## src/hw/rtl/md4_pkg.sv

```systemverilog
// md4 shared types, constants and step tables
package md4_pkg;

  typedef struct packed {
    logic [7:0] data;
    logic       has;
    logic       last;
  } cmd_t;

  typedef struct packed {
    logic full;
    logic empty;
  } q_stat_t;

  localparam logic [31:0] INIT_A = 32'h67452301;
  localparam logic [31:0] INIT_B = 32'hefcdab89;
  localparam logic [31:0] INIT_C = 32'h98badcfe;
  localparam logic [31:0] INIT_D = 32'h10325476;
  localparam logic [31:0] K_ROUND2 = 32'h5A827999;
  localparam logic [31:0] K_ROUND3 = 32'h6ED9EBA1;
  localparam logic [7:0] PAD_BYTE = 8'h80;
  localparam logic [5:0] LAST_STEP = 6'd47;
  localparam logic [5:0] LAST_POS = 6'd63;
  localparam logic [5:0] LEN_POS = 6'd56;

  function automatic logic [31:0] chain_init(input logic [1:0] i);
    logic [31:0] v;
    unique case (i)
      2'd0: v = INIT_A;
      2'd1: v = INIT_B;
      2'd2: v = INIT_C;
      default: v = INIT_D;
    endcase
    return v;
  endfunction

  function automatic logic [3:0] msg_index(input logic [5:0] r);
    logic [3:0] v;
    unique case (r[5:4])
      2'd0: v = r[3:0];
      2'd1: v = {r[1:0], r[3:2]};
      default: v = {r[0], r[1], r[2], r[3]};
    endcase
    return v;
  endfunction

  function automatic logic [4:0] rot_amt(input logic [3:0] k);
    logic [4:0] v;
    unique case (k)
      4'd0: v = 5'd3;
      4'd1: v = 5'd7;
      4'd2: v = 5'd11;
      4'd3: v = 5'd19;
      4'd4: v = 5'd3;
      4'd5: v = 5'd5;
      4'd6: v = 5'd9;
      4'd7: v = 5'd13;
      4'd8: v = 5'd3;
      4'd9: v = 5'd9;
      4'd10: v = 5'd11;
      4'd11: v = 5'd15;
      default: v = 5'd3;
    endcase
    return v;
  endfunction

  function automatic logic [31:0] swap32(input logic [31:0] x);
    return {x[7:0], x[15:8], x[23:16], x[31:24]};
  endfunction

endpackage

```

## src/hw/rtl/md4_message_digest_core.sv

```systemverilog
// md4 message digest core: top level
//
//   channel   direction  handshake          payload
//   request   in         push / full        data_byte, has_byte, is_last
//   digest    out        pop / empty        digest_high, digest_low
//
// a request with a byte writes it to the block buffer; the 64th byte adds 48 steps and a fold
// a last request adds a pad state, one or two 48-step compressions, a length state
// before the second one, and an emit state
// front register and queue hold FIFO_DEPTH + 1 requests, then full stalls the input
// the digest register holds one result; the engine waits at emit while it is full
// rst is synchronous and restores the initial chaining words and a zero bit count
module md4_message_digest_core #(
  parameter int FIFO_DEPTH = 4
) (
  input  logic        clk,
  input  logic        rst,
  input  logic        push,
  output logic        full,
  input  logic [7:0]  data_byte,
  input  logic        has_byte,
  input  logic        is_last,
  output logic        empty,
  input  logic        pop,
  output logic [63:0] digest_high,
  output logic [63:0] digest_low
);

  md4_pkg::q_stat_t q_stat;
  md4_pkg::cmd_t    enq_cmd;
  md4_pkg::cmd_t    head;
  logic             enq;
  logic             deq;

  md4_front u_front (
    .clk       (clk),
    .rst       (rst),
    .push      (push),
    .full      (full),
    .data_byte (data_byte),
    .has_byte  (has_byte),
    .is_last   (is_last),
    .q_stat    (q_stat),
    .enq       (enq),
    .enq_cmd   (enq_cmd)
  );

  md4_cmd_fifo #(
    .DEPTH (FIFO_DEPTH)
  ) u_fifo (
    .clk     (clk),
    .rst     (rst),
    .enq     (enq),
    .enq_cmd (enq_cmd),
    .deq     (deq),
    .head    (head),
    .q_stat  (q_stat)
  );

  md4_engine u_engine (
    .clk         (clk),
    .rst         (rst),
    .head        (head),
    .q_stat      (q_stat),
    .deq         (deq),
    .pop         (pop),
    .empty       (empty),
    .digest_high (digest_high),
    .digest_low  (digest_low)
  );

endmodule

```

## src/hw/rtl/md4_front.sv

```systemverilog
// md4 input stage: takes requests, drops empty ones, feeds the command queue
module md4_front (
  input  logic               clk,
  input  logic               rst,
  input  logic               push,
  output logic               full,
  input  logic [7:0]         data_byte,
  input  logic               has_byte,
  input  logic               is_last,
  input  md4_pkg::q_stat_t   q_stat,
  output logic               enq,
  output md4_pkg::cmd_t      enq_cmd
);

  md4_pkg::cmd_t held;
  logic          held_valid;
  logic          take;

  assign full    = held_valid && q_stat.full;
  assign take    = push && !full;
  assign enq     = held_valid && !q_stat.full;
  assign enq_cmd = held;

  always_ff @(posedge clk) begin
    if (rst) begin
      held_valid <= 1'b0;
    end else if (take) begin
      held_valid <= has_byte || is_last;
    end else if (enq) begin
      held_valid <= 1'b0;
    end
    if (take) begin
      held.data <= data_byte;
      held.has  <= has_byte;
      held.last <= is_last;
    end
  end

endmodule

```

## src/hw/rtl/md4_cmd_fifo.sv

```systemverilog
// md4 command queue between front and engine, shift-register form
module md4_cmd_fifo #(
  parameter int DEPTH = 4
) (
  input  logic             clk,
  input  logic             rst,
  input  logic             enq,
  input  md4_pkg::cmd_t    enq_cmd,
  input  logic             deq,
  output md4_pkg::cmd_t    head,
  output md4_pkg::q_stat_t q_stat
);

  localparam int AW = (DEPTH > 1) ? $clog2(DEPTH) : 1;
  localparam int CW = $clog2(DEPTH + 1);
  localparam logic [CW-1:0] FULL_CNT = CW'(DEPTH);

  md4_pkg::cmd_t q [DEPTH];
  logic [CW-1:0] cnt;
  logic [CW-1:0] widx;
  logic          do_enq;
  logic          do_deq;

  assign q_stat.full  = (cnt == FULL_CNT);
  assign q_stat.empty = (cnt == '0);
  assign head         = q[0];
  assign do_enq       = enq && !q_stat.full;
  assign do_deq       = deq && !q_stat.empty;
  assign widx         = do_deq ? cnt - 1'b1 : cnt;

  always_ff @(posedge clk) begin
    if (rst) begin
      cnt <= '0;
    end else begin
      cnt <= cnt + CW'(do_enq) - CW'(do_deq);
    end
    for (int i = 0; i < DEPTH; i++) begin
      if (do_enq && (widx[AW-1:0] == AW'(i))) begin
        q[i] <= enq_cmd;
      end else if (do_deq && (i < DEPTH - 1)) begin
        q[i] <= q[(i + 1) % DEPTH];
      end
    end
  end

endmodule

```

## src/hw/rtl/md4_engine.sv

```systemverilog
// md4 back end: block buffer, 48-step compression, padding and digest register
module md4_engine (
  input  logic             clk,
  input  logic             rst,
  input  md4_pkg::cmd_t    head,
  input  md4_pkg::q_stat_t q_stat,
  output logic             deq,
  input  logic             pop,
  output logic             empty,
  output logic [63:0]      digest_high,
  output logic [63:0]      digest_low
);

  typedef enum logic [2:0] {
    S_IDLE,
    S_PAD,
    S_LEN,
    S_ROUND,
    S_FOLD,
    S_EMIT
  } state_t;

  typedef enum logic [1:0] {
    AFTER_IDLE,
    AFTER_PAD,
    AFTER_LEN,
    AFTER_EMIT
  } after_t;

  state_t      state;
  after_t      after;
  logic [31:0] chain [4];
  logic [31:0] blk [16];
  logic [63:0] bit_count;
  logic [31:0] wa, wb, wc, wd;
  logic [5:0]  round;
  logic        out_valid;

  logic [5:0]  pos;
  logic [3:0]  pos_word;
  logic [1:0]  pos_lane;
  logic [31:0] keep_mask;
  logic [31:0] pad_word;
  logic [31:0] f_val;
  logic [31:0] sum;
  logic [4:0]  rot;
  logic [63:0] rot_wide;
  logic [31:0] b_new;

  assign empty    = !out_valid;
  assign deq      = (state == S_IDLE) && !q_stat.empty;
  assign pos      = bit_count[8:3];
  assign pos_word = pos[5:2];
  assign pos_lane = pos[1:0];

  always_comb begin
    unique case (pos_lane)
      2'd0: keep_mask = 32'h0000_0000;
      2'd1: keep_mask = 32'h0000_00ff;
      2'd2: keep_mask = 32'h0000_ffff;
      default: keep_mask = 32'h00ff_ffff;
    endcase
    pad_word = (blk[pos_word] & keep_mask) |
               ({24'd0, md4_pkg::PAD_BYTE} << {pos_lane, 3'b000});
  end

  always_comb begin
    unique case (round[5:4])
      2'd0: f_val = (wb & wc) | (~wb & wd);
      2'd1: f_val = ((wb & wc) | (wb & wd) | (wc & wd)) + md4_pkg::K_ROUND2;
      default: f_val = (wb ^ wc ^ wd) + md4_pkg::K_ROUND3;
    endcase
    sum      = wa + f_val + blk[md4_pkg::msg_index(round)];
    rot      = md4_pkg::rot_amt({round[5:4], round[1:0]});
    rot_wide = {sum, sum} << rot;
    b_new    = rot_wide[63:32];
  end

  always_ff @(posedge clk) begin
    if (rst) begin
      state     <= S_IDLE;
      after     <= AFTER_IDLE;
      bit_count <= '0;
      round     <= '0;
      wa        <= '0;
      wb        <= '0;
      wc        <= '0;
      wd        <= '0;
      out_valid <= 1'b0;
      for (int i = 0; i < 4; i++) begin
        chain[i] <= md4_pkg::chain_init(2'(i));
      end
    end else begin
      if (pop && out_valid) begin
        out_valid <= 1'b0;
      end
      unique case (state)
        S_IDLE: begin
          if (!q_stat.empty) begin
            if (head.has) begin
              blk[pos_word][{pos_lane, 3'b000} +: 8] <= head.data;
              bit_count <= bit_count + 64'd8;
              if (pos == md4_pkg::LAST_POS) begin
                wa    <= chain[0];
                wb    <= chain[1];
                wc    <= chain[2];
                wd    <= chain[3];
                round <= '0;
                state <= S_ROUND;
                after <= head.last ? AFTER_PAD : AFTER_IDLE;
              end else if (head.last) begin
                state <= S_PAD;
              end
            end else begin
              state <= S_PAD;
            end
          end
        end
        S_PAD: begin
          for (int i = 0; i < 16; i++) begin
            if (4'(i) == pos_word) begin
              blk[i] <= pad_word;
            end else if ((i == 14) && (pos < md4_pkg::LEN_POS)) begin
              blk[i] <= bit_count[31:0];
            end else if ((i == 15) && (pos < md4_pkg::LEN_POS)) begin
              blk[i] <= bit_count[63:32];
            end else if (4'(i) > pos_word) begin
              blk[i] <= '0;
            end
          end
          if (pos < md4_pkg::LEN_POS) begin
            after   <= AFTER_EMIT;
          end else begin
            after   <= AFTER_LEN;
          end
          wa    <= chain[0];
          wb    <= chain[1];
          wc    <= chain[2];
          wd    <= chain[3];
          round <= '0;
          state <= S_ROUND;
        end
        S_LEN: begin
          for (int i = 0; i < 14; i++) begin
            blk[i] <= '0;
          end
          blk[14] <= bit_count[31:0];
          blk[15] <= bit_count[63:32];
          wa      <= chain[0];
          wb      <= chain[1];
          wc      <= chain[2];
          wd      <= chain[3];
          round   <= '0;
          after   <= AFTER_EMIT;
          state   <= S_ROUND;
        end
        S_ROUND: begin
          wa <= wd;
          wb <= b_new;
          wc <= wb;
          wd <= wc;
          if (round == md4_pkg::LAST_STEP) begin
            round <= '0;
            state <= S_FOLD;
          end else begin
            round <= round + 6'd1;
          end
        end
        S_FOLD: begin
          chain[0] <= chain[0] + wa;
          chain[1] <= chain[1] + wb;
          chain[2] <= chain[2] + wc;
          chain[3] <= chain[3] + wd;
          unique case (after)
            AFTER_IDLE: state <= S_IDLE;
            AFTER_PAD:  state <= S_PAD;
            AFTER_LEN:  state <= S_LEN;
            default:    state <= S_EMIT;
          endcase
        end
        S_EMIT: begin
          if (!out_valid) begin
            digest_high <= {md4_pkg::swap32(chain[0]), md4_pkg::swap32(chain[1])};
            digest_low  <= {md4_pkg::swap32(chain[2]), md4_pkg::swap32(chain[3])};
            out_valid   <= 1'b1;
            bit_count   <= '0;
            for (int i = 0; i < 4; i++) begin
              chain[i] <= md4_pkg::chain_init(2'(i));
            end
            state <= S_IDLE;
          end
        end
        default: state <= S_IDLE;
      endcase
    end
  end

endmodule

```

## config.mk

```make
export PLATFORM = sky130hd
export DESIGN_NAME = md4_message_digest_core
export DESIGN_NICKNAME = d
export VERILOG_FILES = /design/src/hw/rtl/md4_pkg.sv /design/src/hw/rtl/md4_message_digest_core.sv /design/src/hw/rtl/md4_front.sv /design/src/hw/rtl/md4_cmd_fifo.sv /design/src/hw/rtl/md4_engine.sv
export SDC_FILE = /design/constraint.sdc
export NUM_CORES = 2
export LEC_CHECK = 0
export BUFFER_PORTS_ARGS = -buffer_cell sky130_fd_sc_hd__buf_4
export CAP_MARGIN = 20
export CELL_PAD_IN_SITES_DETAIL_PLACEMENT = 0
export CELL_PAD_IN_SITES_GLOBAL_PLACEMENT = 1
export CORE_ASPECT_RATIO = 0.9
export CORE_MARGIN = 2
export CORE_UTILIZATION = 28
export CTS_BUF_LIST = sky130_fd_sc_hd__clkbuf_8
export CTS_CLUSTER_DIAMETER = 30
export CTS_CLUSTER_SIZE = 14
export DETAILED_ROUTE_END_ITERATION = 10
export PLACE_DENSITY = 0.59
export SYNTH_ARGS = -nofsm -noshare
export SYNTH_HDL_FRONTEND = slang
export SYNTH_SLANG_ARGS = --single-unit
```

## constraint.sdc

```tcl
create_clock -name clk -period 7.2 [get_ports clk]
set_input_delay 1.08 -clock clk [delete_from_list [all_inputs] [get_ports clk]]
set_output_delay 1.08 -clock clk [all_outputs]
set_load 0.02 [all_outputs]
```

==> impl_metrics.tcl <==
set metrics [dict create \
    status "finished, violations left" \
    violations "design-rule violations" \
    max_freq_mhz 144 \
    rows 161 \
    area_growth_pct 19.7 \
    startpoint_type "flop" \
    ys_dominant_reg_cell "edfxtp_1" \
    final-hold-violation-count 0 \
    grt_max_degree 132 \
    synth_top_family_by_area "compound AO/OA/AOI/OAI gates" \
    synth.area.mux_share 0.120 \
    reg2reg_depth 27 \
    htreeDepth 4 \
    min_period_ns 6.93 \
    dieWidth_um 493 \
    drt_iter0_markers 6209 \
    holdPathStages 1 \
    wire_per_inst_um 27.9 \
    dr.pass1.iters 9 \
    cts_buffer_depth 3 \
    core_um2 214000 \
    synth_compound_area_frac 0.166 \
    avgSynthCellArea_um2 10.4 \
    cts_root_buffer "clkbuf_8" \
    grt_busiest_layer "met2" \
    ios 144 \
    synth-simple-area-share 0.129 \
    use_met3 0.0498 \
    post_synth_fa_ha_maj_area_fraction 0.0576 \
    crit_fanout 9 \
    syn_inst 5791 \
    dp_slack_ns -0.00735 \
    cts_made_buffers 234 \
    hold_class "in -> reg" \
    rsz0062_at_grt "false" \
    vias 51894 \
    layout_commonest_cell "edfxtp_1" \
    skew_ns 0.0845 \
    synthXorXnorAreaFrac 0.0344 \
    antenna_found_initial 9 \
    layout_setup_ws_ns 0.268 \
    netlist_area_um2 60300 \
    arrival_ns 7.79 \
    grt-ovfl-total 0 \
    clkSinkCount 1031 \
    syn_nets 6041 \
    peakVddDrop_mv 0.250 \
    grt_pass1_wl_um 362000 \
    synth_cell_types 91 \
    dpl.cell_count 8704 \
    drc 8 \
    async_reset_ff_frac 0 \
    hpwl_um 179000 \
    clkLatencyLatePin_ns 1.03 \
    drv_cap 0 \
    cts_tree "yes" \
    crit_type "reg -> reg" \
    critPathCaptureType "flop" \
    portBuffers 143 \
    instances_no_fill 9161 \
    p_per_area_nw_per_um2 504 \
    cpMaxStageDelayCell "a2111oi_1" \
    synth-edff-count 690 \
    gr-usage-met1 0.315 \
    crit_required_ns 8.06 \
    fp.dieArea_um2 219000 \
    slew_headroom 0.178 \
    grt_pass1_vias 49142 \
    start_util 0.282 \
    drtAntennaViolNets 0 \
    track_usage 0.226 \
    final_cell_mix "edfxtp_1, nand2_1, nor2_1" \
    groute.layer.met2.usage 0.341 \
    worst_pin_slew_ns 1.23 \
    total_leakage_power_nw 26.9 \
    synth-seq-area-share 0.457 \
    viasPerCell 5.66 \
    cts.clk_slew.worst_paths_ns 0.07 \
    ys_ff_latch 1031 \
    nets 6346 \
    drive_gt1_frac 0.209 \
    slowest_delay_ns 0.67 \
    holdWs_ns 0.247 \
    ys_warn_count 0 \
    fp.dieH_um 444 \
    finalWirelength_um 256000 \
    setup_viol 0 \
    period_share 0.963 \
    gp_congestion 0.957 \
    finalMaxSlewViolations 0 \
]
## synth_stat cells, drive strengths merged, types with 57 or more instances
library cell  number  area (µm²)
mux2i             95         951
inv              167         627
mux4             242        5450
dfxtp            341        6830
mux2              73         822
xnor2            118        1030
nand3            170         851
nor2b             57         357
buf               63         283
nor2             598        2240
o22ai            267        1670
a21oi            358        1800
a21o              97         728
a311oi           107         937
edfxtp           690       20700
nand2            613        2300
nor3              60         317
clkbuf           346        1300
xor2             119        1040
fa                69        1380
o21ai            316        1600
a211oi            95         718
ha               167        2090
## layout make-up
class	count	area, µm²
antenna	3	7.51
tap	2852	3570
clock buffer	245	3370
inverter	168	631
fill	21810	142000
sequential	1031	27600
multi-input combinational	4183	30800
clock inverter	201	2430
timing repair buffer	478	3770
## kinds of logic after synthesis
logic type                 after synthesis
DFF                                   1031
muxes                                  410
adders and majority gates              236
buffers and inverters                  577
xor gates and xnor gates               237
AOI/OAI and AO/OA                     1545
and+or+nand+nor                       1755
## sequential cells by signal, indices dropped and copies added (netlist names), 4 cells and up, named ones only
name / count
u_engine.wa: 32
u_front.enq_cmd: 10
u_engine.wb: 32
u_engine.digest_low: 64
u_engine.wd: 32
u_engine.round: 6
u_engine.bit_count: 61
u_engine.wc: 32
u_engine.rot: 4
u_engine.blk: 512
u_engine.digest_high: 64
u_fifo.q: 40
u_engine.chain: 128
## critical path, delay by kind of cell, from the launching register on
| family | cells | cell delay (ns) |
|---|---|---|
| AOI/OAI and AO/OA | 13 | 3.06 |
| adders and majority gates | 4 | 1.63 |
| and+or+nand+nor | 4 | 0.63 |
| buffers and inverters | 4 | 0.59 |
| xor gates and xnor gates | 2 | 0.49 |
| DFF | 1 | 0.33 |
## report_power, final
group / leakage [nW] / internal, W / switching (W)
clock network: 2.91 / 0.00468 / 0.00345
registers: 9.19 / 0.00834 / 0.00129
logic: 14.8 / 0.00675 / 0.0118
## per-stage QoR
stage               power (W)  TNS [ns]   util  cell area, µm²
floorplan              0.0201         0      -           60300
global placement       0.0276         0  0.309           66100
detailed placement     0.0276  -0.00735  0.309           66200
CTS                    0.0359         0  0.337           72000
global route           0.0380         0  0.337           72100
finish                 0.0363         0  0.337           72100
## layer usage
metal	share of wire	wire length, µm
met1	0.43	110000
met3	0.091	23300
met2	0.44	112000
met5	0.00013	34
met4	0.041	10400
## worst paths after layout
check,start,endpoint,slack (ns)
worst max-delay path,u_engine.wd[0]$_SDFFE_PP0P_,u_engine.wb[7]$_SDFFE_PP0P_,0.27
worst min-delay path,data_byte[3],u_front.enq_cmd[5]$_DFFE_PP_,0.25
worst max register to register,u_engine.wd[0]$_SDFFE_PP0P_,u_engine.wb[7]$_SDFFE_PP0P_,0.27
worst min register to register,u_engine.chain[0][31]$_SDFFE_PP0P_,u_engine.digest_high[39]$_DFFE_PP_,0.48
## timing repair
item / 4_1_cts / 5_1_grt
resized for setup: 1 / 19
endpoints found under the setup margin: 1 / 14
setup buffers: 0 / 2
pin swaps: 0 / 5
hold buffers: 0 / 0
(Power assumes the default switching activity.)
